==> config.mk <==
export PLATFORM = sky130hd
export DESIGN_NAME = config_text_tokenizer
export DESIGN_NICKNAME = d
export VERILOG_FILES = /design/src/rtl/ctt_pkg.sv /design/src/rtl/ctt_fifo.sv /design/src/rtl/ctt_front.sv /design/src/rtl/ctt_back.sv /design/src/rtl/config_text_tokenizer.sv
export SDC_FILE = /design/constraint.sdc
export NUM_CORES = 1
export LEC_CHECK = 0
export ABC_AREA = 1
export BUFFER_PORTS_ARGS = -buffer_cell sky130_fd_sc_hd__buf_2
export CAP_MARGIN = 25
export CORE_MARGIN = 2
export CORE_UTILIZATION = 53
export CTS_CLUSTER_DIAMETER = 60
export CTS_CLUSTER_SIZE = 10
export DETAILED_ROUTE_END_ITERATION = 16
export GPL_TIMING_DRIVEN = 0
export MAX_ROUTING_LAYER = met4
export PLACE_DENSITY = 0.69
export SYNTH_ARGS = -nofsm -noshare
export SYNTH_HDL_FRONTEND = slang
export SYNTH_SLANG_ARGS = --single-unit
==> constraint.sdc <==
create_clock -name clock -period 9.8 [get_ports clock]
set_input_delay 0.98 -clock clock [delete_from_list [all_inputs] [get_ports clock]]
set_output_delay 0.98 -clock clock [all_outputs]
set_load 0.02 [all_outputs]
==> src/rtl/ctt_pkg.sv <==
// Shared types and character codes for the configuration text tokenizer.
package ctt_pkg;

   localparam logic [7:0] CHAR_NUL       = 8'h00;
   localparam logic [7:0] CHAR_TAB       = 8'h09;
   localparam logic [7:0] CHAR_LF        = 8'h0A;
   localparam logic [7:0] CHAR_CR        = 8'h0D;
   localparam logic [7:0] CHAR_SPACE     = 8'h20;
   localparam logic [7:0] CHAR_SEMICOLON = 8'h3B;
   localparam logic [7:0] CHAR_LBRACE    = 8'h7B;
   localparam logic [7:0] CHAR_RBRACE    = 8'h7D;

   localparam int CMD_FIFO_DEPTH = 4;
   localparam int RSP_FIFO_DEPTH = 4;

   localparam int OFFSET_WIDTH = 24;
   localparam int LENGTH_WIDTH = 25;
   localparam int DEPTH_WIDTH  = 8;

   typedef enum logic [2:0] {
      EV_KEY   = 3'd0,
      EV_VALUE = 3'd1,
      EV_OPEN  = 3'd2,
      EV_CLOSE = 3'd3,
      EV_END   = 3'd4
   } ctt_kind_type;

   typedef struct packed {
      logic has_token;
      logic is_close;
      logic is_open;
      logic has_end;
   } ctt_flags_type;

   typedef struct packed {
      ctt_kind_type              event_kind;
      logic [OFFSET_WIDTH-1:0]   token_offset;
      logic [LENGTH_WIDTH-1:0]   token_length;
      logic [DEPTH_WIDTH-1:0]    property_depth;
      logic                      final_event;
   } ctt_rsp_type;

endpackage

==> src/rtl/ctt_fifo.sv <==
// Small first-in first-out queue with combinational head read.
module ctt_fifo #(
   parameter int WIDTH = 8,
   parameter int DEPTH = 4
) (
   input  logic             clock,
   input  logic             reset,
   input  logic             push,
   input  logic [WIDTH-1:0] push_data,
   output logic             full,
   input  logic             pop,
   output logic [WIDTH-1:0] pop_data,
   output logic             empty
);

   localparam int ADDR_BITS = (DEPTH > 1) ? $clog2(DEPTH) : 1;

   logic [WIDTH-1:0]     mem_ff [DEPTH];
   logic [ADDR_BITS-1:0] wr_ptr_ff;
   logic [ADDR_BITS-1:0] wr_ptr_in;
   logic [ADDR_BITS-1:0] rd_ptr_ff;
   logic [ADDR_BITS-1:0] rd_ptr_in;
   logic [ADDR_BITS:0]   count_ff;
   logic [ADDR_BITS:0]   count_in;
   logic                 do_push;
   logic                 do_pop;

   assign full     = (count_ff == (ADDR_BITS+1)'(DEPTH));
   assign empty    = (count_ff == '0);
   assign do_push  = push && !full;
   assign do_pop   = pop && !empty;
   assign pop_data = mem_ff[rd_ptr_ff];

   always_comb begin
      wr_ptr_in = wr_ptr_ff;
      rd_ptr_in = rd_ptr_ff;
      count_in  = count_ff;
      if (do_push) begin
         wr_ptr_in = (wr_ptr_ff == ADDR_BITS'(DEPTH - 1)) ? '0 : wr_ptr_ff + 1'b1;
      end
      if (do_pop) begin
         rd_ptr_in = (rd_ptr_ff == ADDR_BITS'(DEPTH - 1)) ? '0 : rd_ptr_ff + 1'b1;
      end
      if (do_push && !do_pop) begin
         count_in = count_ff + 1'b1;
      end else if (do_pop && !do_push) begin
         count_in = count_ff - 1'b1;
      end
   end

   always_ff @(posedge clock) begin
      if (reset) begin
         wr_ptr_ff <= '0;
         rd_ptr_ff <= '0;
         count_ff  <= '0;
      end else begin
         wr_ptr_ff <= wr_ptr_in;
         rd_ptr_ff <= rd_ptr_in;
         count_ff  <= count_in;
      end
   end

   always_ff @(posedge clock) begin
      if (do_push) begin
         mem_ff[wr_ptr_ff] <= push_data;
      end
   end

endmodule

==> src/rtl/ctt_front.sv <==
// Byte scanner: tracks comments and token bounds and queues finished tokens.
module ctt_front #(
   parameter int POSITION_BITS = 24
) (
   input  logic                      clock,
   input  logic                      reset,
   input  logic                      req_push,
   input  logic [7:0]                req_text_byte,
   input  logic                      req_end_of_text,
   output logic                      req_full,
   output logic                      cmd_push,
   output ctt_pkg::ctt_flags_type    cmd_flags,
   output logic [POSITION_BITS-1:0]  cmd_offset,
   output logic [POSITION_BITS:0]    cmd_length,
   output logic [POSITION_BITS-1:0]  cmd_end_offset,
   input  logic                      cmd_full
);

   localparam logic [POSITION_BITS:0] SIZE_LIMIT = {1'b1, {POSITION_BITS{1'b0}}};
   localparam logic [POSITION_BITS:0] SIZE_ONE   = (POSITION_BITS+1)'(1);

   logic                     in_comment_ff;
   logic                     in_comment_in;
   logic                     in_token_ff;
   logic                     in_token_in;
   logic [POSITION_BITS-1:0] token_begin_ff;
   logic [POSITION_BITS-1:0] token_begin_in;
   logic [POSITION_BITS:0]   token_size_ff;
   logic [POSITION_BITS:0]   token_size_in;
   logic [7:0]               first_char_ff;
   logic [7:0]               first_char_in;
   logic [POSITION_BITS-1:0] position_ff;
   logic                     delim;
   logic                     accept;

   assign req_full = cmd_full;
   assign accept   = req_push && !cmd_full;

   always_comb begin
      in_comment_in = in_comment_ff;
      if (req_text_byte == ctt_pkg::CHAR_SEMICOLON) begin
         in_comment_in = 1'b1;
      end else if (req_text_byte == ctt_pkg::CHAR_LF) begin
         in_comment_in = 1'b0;
      end
      delim = in_comment_in || (req_text_byte inside {ctt_pkg::CHAR_TAB, ctt_pkg::CHAR_LF,
         ctt_pkg::CHAR_CR, ctt_pkg::CHAR_SPACE, ctt_pkg::CHAR_NUL});

      in_token_in    = in_token_ff;
      token_begin_in = token_begin_ff;
      token_size_in  = token_size_ff;
      first_char_in  = first_char_ff;
      if (delim) begin
         in_token_in = 1'b0;
      end else if (!in_token_ff) begin
         in_token_in    = 1'b1;
         token_begin_in = position_ff;
         token_size_in  = SIZE_ONE;
         first_char_in  = req_text_byte;
      end else if (token_size_ff != SIZE_LIMIT) begin
         token_size_in = token_size_ff + SIZE_ONE;
      end

      cmd_flags.has_token = (delim && in_token_ff) || (req_end_of_text && in_token_in);
      cmd_flags.is_close  = (token_size_in == SIZE_ONE) && (first_char_in == ctt_pkg::CHAR_RBRACE);
      cmd_flags.is_open   = (token_size_in == SIZE_ONE) && (first_char_in == ctt_pkg::CHAR_LBRACE);
      cmd_flags.has_end   = req_end_of_text;
   end

   assign cmd_push       = accept && (cmd_flags.has_token || cmd_flags.has_end);
   assign cmd_offset     = token_begin_in;
   assign cmd_length     = token_size_in;
   assign cmd_end_offset = position_ff;

   always_ff @(posedge clock) begin
      if (reset || (accept && req_end_of_text)) begin
         in_comment_ff  <= 1'b0;
         in_token_ff    <= 1'b0;
         token_begin_ff <= '0;
         token_size_ff  <= '0;
         first_char_ff  <= '0;
         position_ff    <= '0;
      end else if (accept) begin
         in_comment_ff  <= in_comment_in;
         in_token_ff    <= in_token_in;
         token_begin_ff <= token_begin_in;
         token_size_ff  <= token_size_in;
         first_char_ff  <= first_char_in;
         position_ff    <= position_ff + 1'b1;
      end
   end

endmodule

==> src/rtl/ctt_back.sv <==
// Property builder: assigns key/value roles, tracks depth and emits events.
module ctt_back #(
   parameter int POSITION_BITS = 24,
   parameter int DEPTH_BITS    = 8
) (
   input  logic                      clock,
   input  logic                      reset,
   input  logic                      cmd_empty,
   output logic                      cmd_pop,
   input  ctt_pkg::ctt_flags_type    cmd_flags,
   input  logic [POSITION_BITS-1:0]  cmd_offset,
   input  logic [POSITION_BITS:0]    cmd_length,
   input  logic [POSITION_BITS-1:0]  cmd_end_offset,
   output logic                      rsp_push,
   output ctt_pkg::ctt_rsp_type      rsp_data,
   input  logic                      rsp_full
);

   localparam logic signed [DEPTH_BITS-1:0] DEPTH_MAX = {1'b0, {(DEPTH_BITS-1){1'b1}}};
   localparam logic signed [DEPTH_BITS-1:0] DEPTH_MIN = {1'b1, {(DEPTH_BITS-1){1'b0}}};
   localparam logic signed [DEPTH_BITS-1:0] DEPTH_ONE = DEPTH_BITS'(1);

   logic                          key_seen_ff;
   logic                          key_seen_in;
   logic signed [DEPTH_BITS-1:0]  depth_ff;
   logic signed [DEPTH_BITS-1:0]  depth_in;
   logic                          phase_ff;
   logic                          phase_in;
   logic                          work;
   logic                          emit_end;
   ctt_pkg::ctt_kind_type         kind;
   logic signed [63:0]            depth_ext;
   logic [63:0]                   offset_ext;
   logic [63:0]                   length_ext;

   assign work     = !cmd_empty && !rsp_full;
   assign emit_end = !cmd_flags.has_token || phase_ff;
   assign rsp_push = work;

   always_comb begin
      key_seen_in = key_seen_ff;
      depth_in    = depth_ff;
      phase_in    = phase_ff;
      cmd_pop     = 1'b0;
      kind        = ctt_pkg::EV_END;
      if (work) begin
         if (!emit_end) begin
            if (cmd_flags.is_close) begin
               kind = ctt_pkg::EV_CLOSE;
               if (depth_ff != DEPTH_MIN) begin
                  depth_in = depth_ff - DEPTH_ONE;
               end
            end else if (!key_seen_ff) begin
               kind        = ctt_pkg::EV_KEY;
               key_seen_in = 1'b1;
            end else begin
               key_seen_in = 1'b0;
               if (cmd_flags.is_open) begin
                  kind = ctt_pkg::EV_OPEN;
                  if (depth_ff != DEPTH_MAX) begin
                     depth_in = depth_ff + DEPTH_ONE;
                  end
               end else begin
                  kind = ctt_pkg::EV_VALUE;
               end
            end
            if (cmd_flags.has_end) begin
               phase_in = 1'b1;
            end else begin
               cmd_pop = 1'b1;
            end
         end else begin
            key_seen_in = 1'b0;
            depth_in    = '0;
            phase_in    = 1'b0;
            cmd_pop     = 1'b1;
         end
      end
   end

   assign depth_ext  = emit_end ? 64'(depth_ff) : 64'(depth_in);
   assign offset_ext = emit_end ? 64'(cmd_end_offset) : 64'(cmd_offset);
   assign length_ext = emit_end ? '0 : 64'(cmd_length);

   always_comb begin
      rsp_data.event_kind     = kind;
      rsp_data.token_offset   = offset_ext[ctt_pkg::OFFSET_WIDTH-1:0];
      rsp_data.token_length   = length_ext[ctt_pkg::LENGTH_WIDTH-1:0];
      rsp_data.property_depth = depth_ext[ctt_pkg::DEPTH_WIDTH-1:0];
      rsp_data.final_event    = emit_end;
   end

   always_ff @(posedge clock) begin
      if (reset) begin
         key_seen_ff <= 1'b0;
         depth_ff    <= '0;
         phase_ff    <= 1'b0;
      end else begin
         key_seen_ff <= key_seen_in;
         depth_ff    <= depth_in;
         phase_ff    <= phase_in;
      end
   end

endmodule

==> src/rtl/config_text_tokenizer.sv <==
// Top level of the configuration text tokenizer: scanner, token queue, builder, event queue.
// A token event passes through the token queue and the event queue before it is visible.
// The end event follows the token event when the final byte also ends a token.
// Throughput: one byte per cycle while req_full is low; the final byte of a text
// that ends a token makes the builder emit a token event and then the end event.
// Reset: synchronous, clears scanner, builder and both queues.
module config_text_tokenizer #(
   parameter int POSITION_BITS = 24,
   parameter int DEPTH_BITS    = 8
) (
   input  logic        clock,
   input  logic        reset,
   input  logic        req_push,
   output logic        req_full,
   input  logic [7:0]  req_text_byte,
   input  logic        req_end_of_text,
   output logic        rsp_empty,
   input  logic        rsp_pop,
   output logic [2:0]  rsp_event_kind,
   output logic [23:0] rsp_token_offset,
   output logic [24:0] rsp_token_length,
   output logic [7:0]  rsp_property_depth,
   output logic        rsp_final_event
);

   localparam int FLAG_BITS = $bits(ctt_pkg::ctt_flags_type);
   localparam int CMD_WIDTH = FLAG_BITS + 3 * POSITION_BITS + 1;
   localparam int RSP_WIDTH = $bits(ctt_pkg::ctt_rsp_type);

   logic                     cmd_push;
   logic                     cmd_full;
   logic                     cmd_pop;
   logic                     cmd_empty;
   ctt_pkg::ctt_flags_type   front_flags;
   logic [POSITION_BITS-1:0] front_offset;
   logic [POSITION_BITS:0]   front_length;
   logic [POSITION_BITS-1:0] front_end_offset;
   ctt_pkg::ctt_flags_type   back_flags;
   logic [POSITION_BITS-1:0] back_offset;
   logic [POSITION_BITS:0]   back_length;
   logic [POSITION_BITS-1:0] back_end_offset;
   logic [CMD_WIDTH-1:0]     cmd_head;
   logic                     rsp_push;
   logic                     rsp_full;
   ctt_pkg::ctt_rsp_type     rsp_in;
   logic [RSP_WIDTH-1:0]     rsp_head;
   ctt_pkg::ctt_rsp_type     rsp_out;

   ctt_front #(
      .POSITION_BITS (POSITION_BITS)
   ) u_front (
      .clock           (clock),
      .reset           (reset),
      .req_push        (req_push),
      .req_text_byte   (req_text_byte),
      .req_end_of_text (req_end_of_text),
      .req_full        (req_full),
      .cmd_push        (cmd_push),
      .cmd_flags       (front_flags),
      .cmd_offset      (front_offset),
      .cmd_length      (front_length),
      .cmd_end_offset  (front_end_offset),
      .cmd_full        (cmd_full)
   );

   ctt_fifo #(
      .WIDTH (CMD_WIDTH),
      .DEPTH (ctt_pkg::CMD_FIFO_DEPTH)
   ) u_cmd_fifo (
      .clock     (clock),
      .reset     (reset),
      .push      (cmd_push),
      .push_data ({front_flags, front_offset, front_length, front_end_offset}),
      .full      (cmd_full),
      .pop       (cmd_pop),
      .pop_data  (cmd_head),
      .empty     (cmd_empty)
   );

   assign {back_flags, back_offset, back_length, back_end_offset} = cmd_head;

   ctt_back #(
      .POSITION_BITS (POSITION_BITS),
      .DEPTH_BITS    (DEPTH_BITS)
   ) u_back (
      .clock          (clock),
      .reset          (reset),
      .cmd_empty      (cmd_empty),
      .cmd_pop        (cmd_pop),
      .cmd_flags      (back_flags),
      .cmd_offset     (back_offset),
      .cmd_length     (back_length),
      .cmd_end_offset (back_end_offset),
      .rsp_push       (rsp_push),
      .rsp_data       (rsp_in),
      .rsp_full       (rsp_full)
   );

   ctt_fifo #(
      .WIDTH (RSP_WIDTH),
      .DEPTH (ctt_pkg::RSP_FIFO_DEPTH)
   ) u_rsp_fifo (
      .clock     (clock),
      .reset     (reset),
      .push      (rsp_push),
      .push_data (rsp_in),
      .full      (rsp_full),
      .pop       (rsp_pop),
      .pop_data  (rsp_head),
      .empty     (rsp_empty)
   );

   assign rsp_out            = rsp_head;
   assign rsp_event_kind     = rsp_out.event_kind;
   assign rsp_token_offset   = rsp_out.token_offset;
   assign rsp_token_length   = rsp_out.token_length;
   assign rsp_property_depth = rsp_out.property_depth;
   assign rsp_final_event    = rsp_out.final_event;

endmodule
==> impl_metrics.toml <==
[status]
status = "finished clean"

[clock_network]
clk_pin_slew_worst_paths_ns = 0.06
root_buffer = "clkbuf_16"
cts_tree = "built"
ctsLongestPathBuffers = 3
cts_resized = 0
cts_hold_buf = 0
postCtsSetupRepairBufs = 0
clock-sinks = 663
cts_buffers = 76
htreeDepth = 3
clock_latency_ns = 0.61

[die]
io_pins = 76
start_util_pct = 53.8
rows = 83
die_w_um = 233
core_mm2 = 0.0515
die-area_mm2 = 0.0541
die_y_um = 233

[critical_path]
startpoint_type = "register"
critical_path_class = "register to output port"
crit_path_end_kind = "output port"
cp_slowest_cell = "clkbuf_1"
cp_num_buf_inv = 4
path_cells = "inv_1 > clkbuf_1 > clkbuf_1 > nor2_1 > o22ai_1 > buf_2"
path_delay_family = "buffers and inverters"
crit_required_ns = 8.82
worst_path_most_repeated_cell = "clkbuf_1"
worstPathArrival_ns = 2.95
cp_max_fo = 10
critical-path-max-stage-delay_ns = 0.52

[pwr]
swShare_pct = 35.5
ir_drop_uv = 143
p_per_area_mw_per_mm2 = 296
p_comb_share_pct = 30.9
internal-power_mw = 6.03
p_sw_mw = 3.33
leakage_nw = 11.5
sequentialPowerShare_pct = 41.8
clkPwrFrac_pct = 27.3

[global_route]
gr-usage-met2_pct = 42.0
track_usage_pct = 26.7
grt_pass1_wl_um = 107000
grt_max_degree = 30
use_met3_pct = 3.84
antenna_found_initial = 1
busiest_layer = "met2"
overflow = 0
use_met1_pct = 36.5
grt_pass1_vias = 19286

[placement]
port_buffers = 75
dp_hpwl_um = 47200
place_congestion = 0.941

[synth]
yosysMostFrequentCell = "edfxtp_1"
synth_area_mm2 = 0.0277
synth_commonest_cells = "edfxtp_1 (552), nor2_1 (546), o21ai_0 (402)"
postSynthAreaPerCell_um2 = 10.5
ys_ff_latch = 663
synth-edff-count = 552
postSynthCellCount = 2631
synth_top_area_share_pct = 59.8
ys.flop_type = "edfxtp_1"
async_flop_share_pct = 0
yosysWarnings = 0
synthDistinctLibCells = 40
synth.yosys.seq_area_share_pct = 67.8
synth_nets = 2664
synthTopCellsByArea = "edfxtp_1 (60%), dfxtp_1 (8.0%), nor2_1 (7.4%), o21ai_0 (7.3%), nand2_1 (3.7%)"
yosys.area.top_type = "edfxtp_1"

[final_layout]
multiInputGateArea_mm2 = 0.00765
areaGrowthSynthToFinish_pct = 14.2
n_fill_cell = 4098
seq_area_mm2 = 0.0188
drive_gt1_share_pct = 7.96
nets = 2837

[job]
cap_viol_max_count = 0

[timing]
fin_skew_ns = 0.0202
period_share_pct = 40.1
setup_viol = 0
fin_tns_setup_ns = 0
maxSlewHeadroom_pct = 35.8
rsz0062_at_grt = "no"
hold_slack_ns = 0.506
tightest_slew_ns = 0.953
drv_slew = 0
finalHoldViolCount = 0
fmax_mhz = 255
period_needed_ns = 3.93

[route]
wl_per_cell_um = 20.0
wl_um = 70600
drtIter0Drc = 2092
vias = 20199
drc = 0
via_per_inst = 5.72
antenna_left = 0
drtPass1Iterations = 6

[hold_path]
hold_path.class = "register to register"
==> flip-flops by register name, indices dropped and copies added, names as in the netlist, 3 cells and up, named ones only <==
signal,flops
u_cmd_fifo.mem_ff,308
u_rsp_fifo.mem_ff,244
u_front.cmd_end_offset,24
u_front.token_begin_ff,24
u_rsp_fifo.count_ff,3
u_front.first_char_ff,8
u_back.depth_ff,8
u_cmd_fifo.count_ff,3
u_front.token_size_ff,25
==> stage by stage <==
| step | std cells | area (µm²) | util (%) | power, mW | setup slack [ns] |
|---|---|---|---|---|---|
| CTS | 3531 | 31700 | 61.5 | 9.35 | 5.87 |
| global route | 3532 | 31700 | 61.5 | 9.78 | 5.77 |
| global placement | 3386 | 28900 | 56.2 | 6.69 | 0.937 |
| floorplan | 2631 | 27700 | - | 5.69 | 4.06 |
| detailed placement | 3406 | 29400 | 57.2 | 6.80 | 5.90 |
| finish | 3532 | 31700 | 61.5 | 9.36 | 5.87 |
==> path summary, 6_finish.rpt <==
kind,from,endpoint,slack (ns),cells after the start
max,register,rsp_token_length[22],5.87,6
min reg2reg,u_cmd_fifo.count_ff[2]$_SDFFE_PP0P_,u_cmd_fifo.count_ff[2]$_SDFFE_PP0P_,0.51,2
min,u_cmd_fifo.count_ff[2]$_SDFFE_PP0P_,u_cmd_fifo.count_ff[2]$_SDFFE_PP0P_,0.51,2
max reg2reg,register,u_rsp_fifo.mem_ff[3][52]$_DFFE_PP_,6.53,8
==> kinds of logic after synthesis <==
family                     Yosys count  synth area share, %
buffers and inverters              344                 4.81
and+or+nand+nor                    935                 13.4
adders and majority gates           20                0.957
DFF                                663                 67.8
xor gates and xnor gates            11                0.348
AOI/OAI and AO/OA                  658                 12.6
==> per-layer routing <==
layer	vias to the layer above	wire [µm]
met3	102	5980
met5	-	0
met4	0	1350
met2	898	33300
li1	9492	-
met1	9707	29900
==> placed cells by master (no fill, tap or decap), types with 4 or more instances in the layout <==
cell,netlist,routed
nand2_1,274,274
ha_1,18,18
nor3_1,19,19
o211ai_1,4,4
clkbuf_16,0,79
clkbuf_1,113,153
nand3_1,59,59
buf_12,0,14
a21oi_1,122,122
nor2_4,4,12
buf_1,10,10
xor2_1,10,10
o21ai_0,402,402
dfxtp_1,111,111
nor2_1,546,538
buf_2,9,84
buf_16,0,6
edfxtp_1,552,552
nor2_2,5,5
o22ai_1,87,87
nand4_1,15,15
nand2_2,8,8
inv_1,201,201
o21ai_1,4,4
a31oi_1,26,26
==> worst min-delay path, stage by stage (launching register included) <==
cell and delay [ns]:
dfxtp_1 0.31, inv_1 0.08, a21oi_1 0.06
==> final cells by class <==
| cell class | instances | share of cell area, % |
|---|---|---|
| Timing Repair Buffer | 95 | 2.59 |
| Clock inverter | 6 | 0.257 |
| Multi-Input combinational cell | 1624 | 24.2 |
| Tap cell | 680 | 2.69 |
| Sequential cell | 663 | 59.4 |
| Clock buffer | 119 | 6.72 |
| Inverter | 206 | 2.44 |
| Antenna cell | 1 | 0.00790 |
| Buffer | 138 | 1.77 |
==> power groups by stage <==
stage | clock (mW) | combinational, mW | sequential [mW]
after global routing | 2.70 | 3.14 | 3.94
after global placement | 0 | 2.68 | 4.01
after CTS | 2.58 | 2.86 | 3.90
final | 2.56 | 2.89 | 3.91
after detailed placement | 0 | 2.84 | 3.96
after floorplan | 0 | 1.74 | 3.94
Note: power is estimated with default switching activity, not from simulation.
